<file path="config.mk">
export PLATFORM = sky130hd
export DESIGN_NAME = stopwatch_with_framed_commands
export DESIGN_NICKNAME = d
export VERILOG_FILES = /design/src/hw/rtl/swfc_pkg.sv /design/src/hw/rtl/swfc_csr.sv /design/src/hw/rtl/swfc_engine.sv /design/src/hw/rtl/stopwatch_with_framed_commands.sv
export SDC_FILE = /design/constraint.sdc
export NUM_CORES = 1
export LEC_CHECK = 0
export BUFFER_PORTS_ARGS = -buffer_cell sky130_fd_sc_hd__buf_4
export CAP_MARGIN = 20
export CORE_ASPECT_RATIO = 1.5
export CORE_MARGIN = 8
export CORE_UTILIZATION = 55
export DETAILED_ROUTE_END_ITERATION = 6
export MAX_ROUTING_LAYER = met4
export PLACE_DENSITY_LB_ADDON = 0.12
export SLEW_MARGIN = 20
export SYNTH_ARGS = -nofsm -noshare
export SYNTH_HDL_FRONTEND = slang
export SYNTH_SLANG_ARGS = --single-unit
</file>
<file path="constraint.sdc">
create_clock -name clock -period 4.2 [get_ports clock]
set_input_delay 0.63 -clock clock [delete_from_list [all_inputs] [get_ports clock]]
set_output_delay 0.63 -clock clock [all_outputs]
set_load 0.005 [all_outputs]
</file>
<file path="src/hw/rtl/swfc_pkg.sv">
// ----------------------------------------------------------------------------
// swfc_pkg
// Shared types and constants for the stopwatch with framed commands.
// ----------------------------------------------------------------------------
package swfc_pkg;

   // field widths
   localparam int unsigned HOURS_W   = 8;
   localparam int unsigned MINSEC_W  = 6;
   localparam int unsigned MODE_W    = 2;
   localparam int unsigned KIND_W    = 3;
   localparam int unsigned BYTE_W    = 8;
   localparam int unsigned CSR_IDX_W = 8;
   localparam int unsigned CSR_DAT_W = 8;

   // frame guard length in bytes
   localparam logic [BYTE_W-1:0] FRAME_MAX = 8'd16;

   // time limits
   localparam logic [MINSEC_W-1:0] MINSEC_LAST = 6'd59;

   // request kinds
   localparam logic [KIND_W-1:0] KIND_TICK      = 3'd0;
   localparam logic [KIND_W-1:0] KIND_CONSOLE   = 3'd1;
   localparam logic [KIND_W-1:0] KIND_FRAME     = 3'd2;
   localparam logic [KIND_W-1:0] KIND_RESET_BTN = 3'd3;
   localparam logic [KIND_W-1:0] KIND_DOWN_BTN  = 3'd4;

   // count modes
   localparam logic [MODE_W-1:0] MODE_UP   = 2'd0;
   localparam logic [MODE_W-1:0] MODE_DOWN = 2'd1;
   localparam logic [MODE_W-1:0] MODE_STOP = 2'd2;

   // command bytes
   localparam logic [BYTE_W-1:0] CMD_CLEAR  = 8'h72;  // 'r'
   localparam logic [BYTE_W-1:0] CMD_DOWN   = 8'h64;  // 'd'
   localparam logic [BYTE_W-1:0] CMD_LED    = 8'h76;  // 'v'

   // register indexes
   localparam logic [CSR_IDX_W-1:0] CSR_CD_MINUTES = 8'd0;
   localparam logic [CSR_IDX_W-1:0] CSR_CD_SECONDS = 8'd1;

   typedef struct packed {
      logic [KIND_W-1:0] req_type;
      logic [BYTE_W-1:0] data_byte;
   } req_payload_type;

   typedef struct packed {
      logic [HOURS_W-1:0]  hours;
      logic [MINSEC_W-1:0] minutes;
      logic [MINSEC_W-1:0] seconds;
      logic [MODE_W-1:0]   count_mode;
      logic                tick_led;
      logic                command_led;
      logic                frame_done;
   } rsp_payload_type;

   // countdown preset as held by the register block
   typedef struct packed {
      logic [MINSEC_W-1:0] minutes;
      logic [MINSEC_W-1:0] seconds;
   } preset_type;

endpackage

</file>
<file path="src/hw/rtl/swfc_csr.sv">
// ----------------------------------------------------------------------------
// swfc_csr
// Countdown preset registers written through the configuration port.
// ----------------------------------------------------------------------------
module swfc_csr (
   input  logic                               clock,
   input  logic                               reset,
   input  logic                               csr_valid,
   output logic                               csr_ready,
   input  logic [swfc_pkg::CSR_IDX_W-1:0]     csr_index,
   input  logic [swfc_pkg::CSR_DAT_W-1:0]     csr_wdata,
   output swfc_pkg::preset_type               preset
);

   swfc_pkg::preset_type preset_ff;
   swfc_pkg::preset_type preset_in;

   // always ready; each write lands in the preset register
   assign csr_ready = 1'b1;

   // index decode
   always_comb begin
      preset_in = preset_ff;
      if (csr_valid) begin
         unique case (csr_index)
            swfc_pkg::CSR_CD_MINUTES: preset_in.minutes = csr_wdata[swfc_pkg::MINSEC_W-1:0];
            swfc_pkg::CSR_CD_SECONDS: preset_in.seconds = csr_wdata[swfc_pkg::MINSEC_W-1:0];
            default: ;
         endcase
      end
   end

   always_ff @(posedge clock) begin
      if (reset) begin
         preset_ff.minutes <= 6'd2;
         preset_ff.seconds <= 6'd59;
      end else begin
         preset_ff <= preset_in;
      end
   end

   assign preset = preset_ff;

endmodule

</file>
<file path="src/hw/rtl/swfc_engine.sv">
// ----------------------------------------------------------------------------
// swfc_engine
// Stopwatch state and the update it makes for each event.
// ----------------------------------------------------------------------------
module swfc_engine (
   input  logic                      clock,
   input  logic                      reset,
   input  logic                      fire,
   input  swfc_pkg::req_payload_type item,
   input  swfc_pkg::preset_type      preset,
   output swfc_pkg::rsp_payload_type result
);

   typedef struct packed {
      logic [swfc_pkg::HOURS_W-1:0]  hour_count;
      logic [swfc_pkg::MINSEC_W-1:0] minute_count;
      logic [swfc_pkg::MINSEC_W-1:0] second_count;
      logic [swfc_pkg::MODE_W-1:0]   mode;
      logic                          tick_led_level;
      logic                          command_led_level;
      logic                          frame_active;
      logic [swfc_pkg::BYTE_W-1:0]   frame_count;
      logic [swfc_pkg::BYTE_W-1:0]   frame_length;
      logic [swfc_pkg::BYTE_W-1:0]   frame_command;
   } state_type;

   state_type state_ff;
   state_type state_in;
   logic [swfc_pkg::MINSEC_W-1:0] load_min;
   logic [swfc_pkg::MINSEC_W-1:0] load_sec;
   logic [swfc_pkg::BYTE_W-1:0]   cnt_next;
   logic [swfc_pkg::BYTE_W-1:0]   cmd_next;
   logic                          done;

   // clamped countdown preset
   assign load_min = (preset.minutes > swfc_pkg::MINSEC_LAST) ? swfc_pkg::MINSEC_LAST
                                                             : preset.minutes;
   assign load_sec = (preset.seconds > swfc_pkg::MINSEC_LAST) ? swfc_pkg::MINSEC_LAST
                                                             : preset.seconds;

   // frame byte bookkeeping
   assign cnt_next = state_ff.frame_count + 8'd1;
   assign cmd_next = (state_ff.frame_count == 8'd2) ? item.data_byte : state_ff.frame_command;

   // next state for one event
   always_comb begin
      state_in = state_ff;
      done     = 1'b0;
      unique case (item.req_type)
         swfc_pkg::KIND_TICK: begin
            state_in.tick_led_level = ~state_ff.tick_led_level;
            if (state_ff.mode == swfc_pkg::MODE_UP) begin
               if (state_ff.second_count >= swfc_pkg::MINSEC_LAST) begin
                  state_in.second_count = '0;
                  if (state_ff.minute_count >= swfc_pkg::MINSEC_LAST) begin
                     state_in.minute_count = '0;
                     state_in.hour_count   = state_ff.hour_count + 8'd1;
                  end else begin
                     state_in.minute_count = state_ff.minute_count + 6'd1;
                  end
               end else begin
                  state_in.second_count = state_ff.second_count + 6'd1;
               end
            end else if (state_ff.mode == swfc_pkg::MODE_DOWN) begin
               if (state_ff.second_count != '0) begin
                  state_in.second_count = state_ff.second_count - 6'd1;
               end else if (state_ff.minute_count != '0) begin
                  state_in.minute_count = state_ff.minute_count - 6'd1;
                  state_in.second_count = swfc_pkg::MINSEC_LAST;
               end
               if (state_in.minute_count == '0 && state_in.second_count == '0) begin
                  state_in.mode = swfc_pkg::MODE_STOP;
               end
            end
         end
         swfc_pkg::KIND_CONSOLE: begin
            if (item.data_byte == swfc_pkg::CMD_LED) begin
               state_in.command_led_level = ~state_ff.command_led_level;
            end else if (item.data_byte == swfc_pkg::CMD_CLEAR) begin
               state_in.hour_count   = '0;
               state_in.minute_count = '0;
               state_in.second_count = '0;
               state_in.mode         = swfc_pkg::MODE_UP;
            end else if (item.data_byte == swfc_pkg::CMD_DOWN) begin
               state_in.hour_count   = '0;
               state_in.minute_count = load_min;
               state_in.second_count = load_sec;
               state_in.mode         = swfc_pkg::MODE_DOWN;
            end
         end
         swfc_pkg::KIND_FRAME: begin
            if (!state_ff.frame_active) begin
               // opening byte, value ignored
               state_in.frame_active = 1'b1;
               state_in.frame_count  = 8'd1;
            end else if (state_ff.frame_count == 8'd1) begin
               state_in.frame_length = item.data_byte;
               state_in.frame_count  = 8'd2;
            end else begin
               state_in.frame_command = cmd_next;
               state_in.frame_count   = cnt_next;
               if (cnt_next == state_ff.frame_length || cnt_next >= swfc_pkg::FRAME_MAX) begin
                  done                  = 1'b1;
                  state_in.frame_active = 1'b0;
                  state_in.frame_count  = '0;
                  if (cmd_next == swfc_pkg::CMD_CLEAR) begin
                     state_in.hour_count   = '0;
                     state_in.minute_count = '0;
                     state_in.second_count = '0;
                     state_in.mode         = swfc_pkg::MODE_UP;
                  end else if (cmd_next == swfc_pkg::CMD_DOWN) begin
                     state_in.hour_count   = '0;
                     state_in.minute_count = load_min;
                     state_in.second_count = load_sec;
                     state_in.mode         = swfc_pkg::MODE_DOWN;
                  end
               end
            end
         end
         swfc_pkg::KIND_RESET_BTN: begin
            state_in.hour_count   = '0;
            state_in.minute_count = '0;
            state_in.second_count = '0;
            state_in.mode         = swfc_pkg::MODE_UP;
         end
         swfc_pkg::KIND_DOWN_BTN: begin
            state_in.hour_count   = '0;
            state_in.minute_count = load_min;
            state_in.second_count = load_sec;
            state_in.mode         = swfc_pkg::MODE_DOWN;
         end
         default: ;
      endcase
   end

   // state register, moves only when an event is processed
   always_ff @(posedge clock) begin
      if (reset) begin
         state_ff <= '0;
      end else if (fire) begin
         state_ff <= state_in;
      end
   end

   // result reflects the state after the event
   always_comb begin
      result.hours       = state_in.hour_count;
      result.minutes     = state_in.minute_count;
      result.seconds     = state_in.second_count;
      result.count_mode  = state_in.mode;
      result.tick_led    = state_in.tick_led_level;
      result.command_led = state_in.command_led_level;
      result.frame_done  = done;
   end

endmodule

</file>
<file path="src/hw/rtl/stopwatch_with_framed_commands.sv">
// ----------------------------------------------------------------------------
// stopwatch_with_framed_commands
// hh:mm:ss up/down stopwatch driven by ticks, console bytes, frames, buttons.
// ----------------------------------------------------------------------------
// Usage
//   req channel: one event per transfer (req_valid, req_stall, req_data).
//     req_type selects tick, console byte, frame byte, reset button or
//     countdown button; data_byte carries the received byte.
//   rsp channel: exactly one result per event (rsp_valid, rsp_stall,
//     rsp_data), in event order, showing the time, mode and LEDs after it.
//   csr channel: preset writes (csr_valid, csr_ready, csr_index, csr_wdata);
//     index 0 sets countdown minutes, index 1 countdown seconds. Always
//     ready, one write per cycle; write only while no event is in flight.
// Timing
//   An event lands in the input register on transfer, is processed from
//   there once the result side is not stalled, and its result is registered.
//   Throughput is one event per cycle unless rsp_stall holds a result;
//   the time/frame update is combinational into state and result registers.
// Reset and stalls
//   Synchronous reset clears time, mode, LEDs and framing, and sets the
//   preset to 02:59. While rsp_stall holds a result, one more event can be
//   taken into the input register; req_stall rises once that is full too.
// ----------------------------------------------------------------------------
module stopwatch_with_framed_commands (
   input  logic                           clock,
   input  logic                           reset,
   input  logic                           req_valid,
   output logic                           req_stall,
   input  swfc_pkg::req_payload_type      req_data,
   output logic                           rsp_valid,
   input  logic                           rsp_stall,
   output swfc_pkg::rsp_payload_type      rsp_data,
   input  logic                           csr_valid,
   output logic                           csr_ready,
   input  logic [swfc_pkg::CSR_IDX_W-1:0] csr_index,
   input  logic [swfc_pkg::CSR_DAT_W-1:0] csr_wdata
);

   logic                      in_valid_ff;
   logic                      in_valid_in;
   swfc_pkg::req_payload_type in_data_ff;
   logic                      rsp_valid_ff;
   logic                      rsp_valid_in;
   swfc_pkg::rsp_payload_type rsp_data_ff;
   swfc_pkg::rsp_payload_type result;
   swfc_pkg::preset_type      preset;
   logic                      advance;
   logic                      fire;

   // pipeline control
   assign advance     = !rsp_valid_ff || !rsp_stall;
   assign fire        = in_valid_ff && advance;
   assign req_stall   = in_valid_ff && !advance;
   assign in_valid_in = req_stall ? in_valid_ff : req_valid;
   assign rsp_valid_in = advance ? fire : rsp_valid_ff;

   // input and result registers
   always_ff @(posedge clock) begin
      if (reset) begin
         in_valid_ff  <= 1'b0;
         rsp_valid_ff <= 1'b0;
      end else begin
         in_valid_ff  <= in_valid_in;
         rsp_valid_ff <= rsp_valid_in;
      end
   end

   always_ff @(posedge clock) begin
      if (!req_stall) begin
         in_data_ff <= req_data;
      end
      if (fire) begin
         rsp_data_ff <= result;
      end
   end

   swfc_csr u_csr (
      .clock     (clock),
      .reset     (reset),
      .csr_valid (csr_valid),
      .csr_ready (csr_ready),
      .csr_index (csr_index),
      .csr_wdata (csr_wdata),
      .preset    (preset)
   );

   swfc_engine u_engine (
      .clock  (clock),
      .reset  (reset),
      .fire   (fire),
      .item   (in_data_ff),
      .preset (preset),
      .result (result)
   );

   assign rsp_valid = rsp_valid_ff;
   assign rsp_data  = rsp_data_ff;

endmodule

</file>
==> out/metrics.cfg, run 1 <==
[timing]
tightest_slew_ns=0.813
fin_tns_setup_ns=0
min_period_ns=3.27
fin_skew_ns=0.00773
max_freq_ghz=0.306
finalCritPeriodShare_pct=77.8
rsz0062_at_grt=no
drv_slew=0
finalHoldViolations=0
max-slew-margin-rel_pct=45.8
setup_viol=0

[power_and_ir_drop]
leakage_nw=2.54
p_per_area_mw_per_mm2=334
ir_drop_mv=0.370

[place]
portBuffers=56
place_area_mm2=0.00639
gp_congestion=0.894
hpwl_um=11400
placed_cells=854

[route]
drt_iter0_drc=435
top_layer_used=met4
wl_met1_um=6470
drt_wl_total_um=16000
met2_length_um=8130
route.met3.wl_um=903
first_pass_iters=7
dr_total_vias=5575
drc_errors=0
routedWlPerCell_um=18.4
post_drt_via_cell_ratio=6.41
drtAntennaViolNets=0

[worst_setup_path]
arrival_ns=3.37
required_ns=4.30
worst_setup_path_start_kind=flop
worstSetupEndpointType=flop
path_class=reg2reg
cp_max_fo=10

[die]
num_io_pins=60
fp.dieH_um=143
initial_utilization_pct=56.2
core_mm2=0.0105
rows=46
fp.dieW_um=101
dieArea_mm2=0.0144

[final_layout]
final_cell_mix=79 x nor2_1, 67 x buf_4, 63 x dfxtp_1
area_growth_pct=13.3
final_area_mm2=0.00671
insertedDiodeCount=0
layout_commonest_cell=nor2_1
nets=761
final_cells=870
drive_above_1_share_pct=14.6

[grt]
grt_first_pass_wirelength_um=26300
grtUsageTotal_pct=23.4
grt_pass1_vias=5396
grt_max_degree=46
grt-ovfl-total=0
antenna_found_initial=0

[clock_tree]
cts.root.buffer_cell=clkbuf_16
htreeDepth=3
cts_sinks=99
clk-insertion-delay-late_ns=0.35
cts_tree=built
cts_hold_buf=0
cts_resized=0
path_clk_slew_ns=0.07
clock_path_buffers=2
cts_made_buffers=9
postCtsSetupRepairBufs=0

[synthesis]
synth_ff_type=dfxtp_1
synth_warnings=0
synth_seq_area_share_pct=39.6
synthDistinctLibCells=77
synth_edf_count=36
syn-num-nets=734
netlist_area_mm2=0.00592
synth_area_per_cell_um2=8.53
syn_inst=694
async_reset_ff_share_pct=0
yosys_register_bits=99

[outcome]
status=finished clean

[hold_path]
min_path_type=in2reg

[job]
cap_violations=0

[final timing paths]
kind                                            start                    end  slack [ns]  depth (start not counted)
worst max-delay path            u_engine.state_ff[29]            rsp_data[3]        0.93                          9
worst max register to register  u_engine.state_ff[29]            rsp_data[3]        0.93                          9
worst min-delay path                      req_data[8]          in_data_ff[8]        0.46                          1
worst min register to register  u_engine.state_ff[13]  u_engine.state_ff[13]        0.46                          2
[synth_stat cells, types with 3 or more instances]
library cell / number / area [um2]
nor2_1: 79 / 297
dfxtp_1: 63 / 1260
nand2_1: 59 / 221
a21oi_1: 43 / 215
clkbuf_1: 40 / 150
edfxtp_1: 36 / 1080
nand3_1: 30 / 150
o21ai_0: 27 / 135
mux2i_1: 26 / 260
nor3_1: 23 / 115
o31ai_1: 21 / 158
inv_1: 16 / 60.1
nand2b_1: 16 / 100
a31oi_1: 14 / 87.6
a21o_1: 10 / 75.1
nor4_1: 10 / 62.6
or2_2: 9 / 56.3
or3_1: 9 / 56.3
ha_1: 8 / 100
and2_1: 7 / 43.8
and3_1: 7 / 43.8
nand4_1: 7 / 43.8
a211o_1: 6 / 52.6
a211oi_1: 6 / 45.0
buf_2: 6 / 30.0
nor3b_1: 6 / 45.0
or4_1: 6 / 45.0
a221oi_1: 5 / 43.8
nor2b_1: 5 / 31.3
o2111ai_1: 5 / 43.8
o211ai_1: 5 / 37.5
o21a_1: 5 / 37.5
xnor2_1: 5 / 43.8
xor2_1: 5 / 43.8
a2111oi_0: 4 / 35.0
a221o_1: 4 / 40.0
a31o_2: 4 / 35.0
o221ai_1: 4 / 35.0
a22oi_1: 3 / 22.5
a311oi_1: 3 / 26.3
o22ai_1: 3 / 18.8
o311a_1: 3 / 30.0
[stage by stage]
stage | util (%) | hold slack [ns] | worst slack [ns] | power (mW)
after floorplan | - | 0.432 | 1.34 | 1.27
after global placement | 60.7 | 0.443 | 1.02 | 1.37
after detailed placement | 60.7 | 0.450 | 0.969 | 1.38
after CTS | 63.7 | 0.449 | 0.964 | 2.25
after global routing | 63.7 | 0.447 | 0.744 | 2.32
final | 63.7 | 0.456 | 0.932 | 2.24
[area by class of cell]
| cell class | instances | area, um2 |
|---|---|---|
| timing repair buffer | 67 | 503 |
| fill | 955 | 3820 |
| multi-input combinational | 527 | 3300 |
| clock inverter | 4 | 72.6 |
| sequential | 99 | 2340 |
| inverter | 17 | 63.8 |
| clock buffer | 12 | 246 |
| tap | 144 | 180 |
[power breakdown]
| part | total (mW) | leakage [nW] | internal [mW] | switching [mW] |
|---|---|---|---|---|
| Sequential | 1.07 | 0.858 | 1.02 | 0.0433 |
| Clock | 0.882 | 0.155 | 0.539 | 0.343 |
| Combinational | 0.293 | 1.53 | 0.127 | 0.166 |
| Total | 2.24 | 2.54 | 1.69 | 0.553 |
[logic make-up after synthesis]
| kind of cell | synth area share (%) |
|---|---|
| buffers and inverters | 4.69 |
| muxes | 4.78 |
| and+or+nand+nor | 24.8 |
| DFF | 39.6 |
| other | 0.0633 |
| AOI/OAI and AO/OA | 23.0 |
| xor gates and xnor gates | 1.48 |
| adders and majority gates | 1.69 |
[sequential cells by signal, summed over array words and instances (netlist names)]
register,flops
u_engine.state_ff,49
rsp_data,25
u_csr.preset,12
in_data_ff,11
in_valid_ff,1
rsp_valid,1
[critical path, stage by stage (launching register included)]
cell	delay [ns]
dfxtp_1	0.40
inv_1	0.20
ha_1	0.26
or4b_1	0.63
nor2_1	0.38
a31oi_1	0.17
and4bb_1	0.32
a31oi_1	0.12
or3b_1	0.40
o21a_1	0.13
[routing by layer]
layer	GRT usage (%)	vias to the layer above
li1	-	2631
met1	26.2	2664
met2	39.8	236
met3	3.85	44
met4	10.2	0
met5	-	-
Power figures use the tool's default switching activity.
==> run 2: changes to the inputs <==
- CORE_UTILIZATION: 55 -> 54
- clock period: 4.2 -> 2.95 ns (I/O delays scaled with it)
==> run 2 against run 1 <==
Sequential share of layout area down 1.6 points; combinational power grew 69%; clock power grew 49%; power is 47% higher; sequential cell count did not move; non-clock buffer count up 34; critical path depth stayed put; utilization increased by 0.85 points; highest routed layer unchanged.
==> out/metrics.cfg, run 2 (same netlist as run 1, synthesis figures left out) <==
[place]
placed_cells=890  ; +4.2%
hpwl_um=12400  ; +8.3%
place_area_mm2=0.00667  ; +4.3%
gp_congestion=0.892  ; -0.19%
portBuffers=56  ; unchanged

[worst_setup_path]
arrival_ns=3.11  ; -0.26 ns
worstSetupEndpointType=flop
rrSetupSlack_ns=0.06  ; -0.88 ns
path_class=reg2reg
cp_max_fo=23  ; +13
critical_path.startpoint=u_engine.state_ff[17]
worst_setup_path_start_kind=flop
required_ns=3.16  ; -1.14 ns
reg2reg_from=u_engine.state_ff[17]

[final_layout]
final_cell_mix=99 x buf_4, 79 x nor2_1, 63 x dfxtp_1
area_growth_pct=18.6
largest_register_ffs=49  ; unchanged
drive_above_1_share_pct=18.8  ; +4.2 points
nets=795  ; +4.5%
insertedDiodeCount=0  ; unchanged
fill_cells=954  ; -0.10%
final_area_mm2=0.00702  ; +4.7%
regMostFlops=u_engine.state_ff
layout_commonest_cell=buf_4
seq_area_mm2=0.00234  ; unchanged
final_cells=907  ; +4.3%
multi_input_area_mm2=0.00331  ; +0.23%

[clock_tree]
clk-insertion-delay-late_ns=0.35  ; about the same
clock_path_buffers=2  ; unchanged
path_clk_slew_ns=0.07  ; about the same
cts.root.buffer_cell=clkbuf_16
cts_made_buffers=9  ; unchanged
cts_tree=built
cts_hold_buf=0  ; unchanged
htreeDepth=3  ; unchanged
cts_sinks=99  ; unchanged

[die]
core_mm2=0.0109  ; +3.3%
initial_utilization_pct=54.4  ; -1.8 points
rows=47  ; +2.2%
fp.dieH_um=144  ; +0.82%
fp.dieW_um=101  ; +0.77%
dieArea_mm2=0.0146  ; +1.6%
num_io_pins=60  ; unchanged

[timing]
finalHoldViolations=0  ; unchanged
fin_skew_ns=0.00750  ; -0.000235 ns
setup_viol=0  ; unchanged
drv_slew=0  ; unchanged
tightest_slew_ns=0.810  ; -0.00251 ns
min_period_ns=2.89  ; -0.373 ns
max-slew-margin-rel_pct=45.7  ; -0.053 points
finalCritPeriodShare_pct=98.1  ; +20 points
max_freq_ghz=0.345  ; +13%

[job]
cap_violations=0  ; unchanged

[hold_path]
min_path_type=in2reg
min_from=req_data[5]

[route]
drc_errors=0  ; unchanged
first_pass_iters=5  ; -2
drt_iter0_drc=476  ; +9.4%
drt_wl_total_um=16800  ; +4.9%
post_drt_via_cell_ratio=6.25  ; -2.5%
drtAntennaViolNets=0  ; unchanged
routedWlPerCell_um=18.5  ; +0.59%
dr_total_vias=5668  ; +1.7%

[grt]
grt_pass1_vias=5453  ; +1.1%
grt_first_pass_wirelength_um=27200  ; +3.4%
grt_max_degree=46  ; unchanged
grt-ovfl-total=0  ; unchanged
grtUsageTotal_pct=24.3  ; +0.92 points
antenna_found_initial=0  ; unchanged

[power_and_ir_drop]
p_per_area_mw_per_mm2=469  ; +40%
ir_drop_mv=0.467  ; +26%
leakage_nw=2.74  ; +7.6%

[outcome]
status=finished clean

==> run 2: layer usage <==
| metal | part of all wire [%] | GRT usage [%] | wire length, um | up-vias |
|---|---|---|---|---|
| met5 | 0 | - | 0 | - |
| li1 | - | - | - | 2710 |
| met4 | 3.6 | 12.0 | 603 | 0 |
| met2 | 51 | 41.7 | 8620 | 211 |
| met1 | 40 | 26.5 | 6710 | 2702 |
| met3 | 5.2 | 4.05 | 872 | 45 |
==> run 2: critical path, cell delays in order, from the launching register on <==
cell       delay, ns
dfxtp_1         0.36
ha_1            0.20
or3_1           0.31
a2111oi_1       0.41
nor2_1          0.15
or3_4           0.44
a31oi_2         0.21
buf_12          0.20
nor3_1          0.08
a2111oi_1       0.39
==> run 2: where the power goes <==
part | internal, mW | switching (mW) | total [mW]
Clock | 0.791 | 0.517 | 1.31
Sequential | 1.46 | 0.0333 | 1.49
Combinational | 0.216 | 0.278 | 0.494
Total | 2.46 | 0.828 | 3.29
==> run 2: final timing paths <==
check                                              to  depth (start not counted)
worst max-delay path            u_engine.state_ff[32]                          9
worst max register to register  u_engine.state_ff[32]                          9
worst min register to register  u_engine.state_ff[15]                          2
worst min-delay path                    in_data_ff[5]                          1
==> run 2: cell type report <==
type | instances | area share (%)
Multi-Input combinational cell | 527 | 47.1
Sequential cell | 99 | 33.4
Timing Repair Buffer | 101 | 11.2
Clock buffer | 13 | 4.17
Tap cell | 147 | 2.62
Inverter | 17 | 0.909
Clock inverter | 3 | 0.677
==> run 2: repair_timing <==
item                                    in CTS  in global routing
buffers inserted                             0                  1
gates resized for setup                      0                  4
endpoints found under the setup margin       0                 18
==> run 2: per-stage QoR <==
step / utilization (%) / power (mW) / setup slack [ns] / hold slack (ns) / setup TNS (ns)
after floorplan: - / 1.81 / 0.0882 / 0.432 / 0
after global placement: 61.3 / 1.99 / 0.119 / 0.443 / 0
after detailed placement: 61.3 / 2.00 / 0.0476 / 0.447 / 0
after CTS: 64.4 / 3.30 / 0.0240 / 0.262 / 0
after global routing: 64.5 / 3.41 / -0.0374 / 0.260 / -0.0374
final: 64.5 / 3.29 / 0.0551 / 0.268 / 0
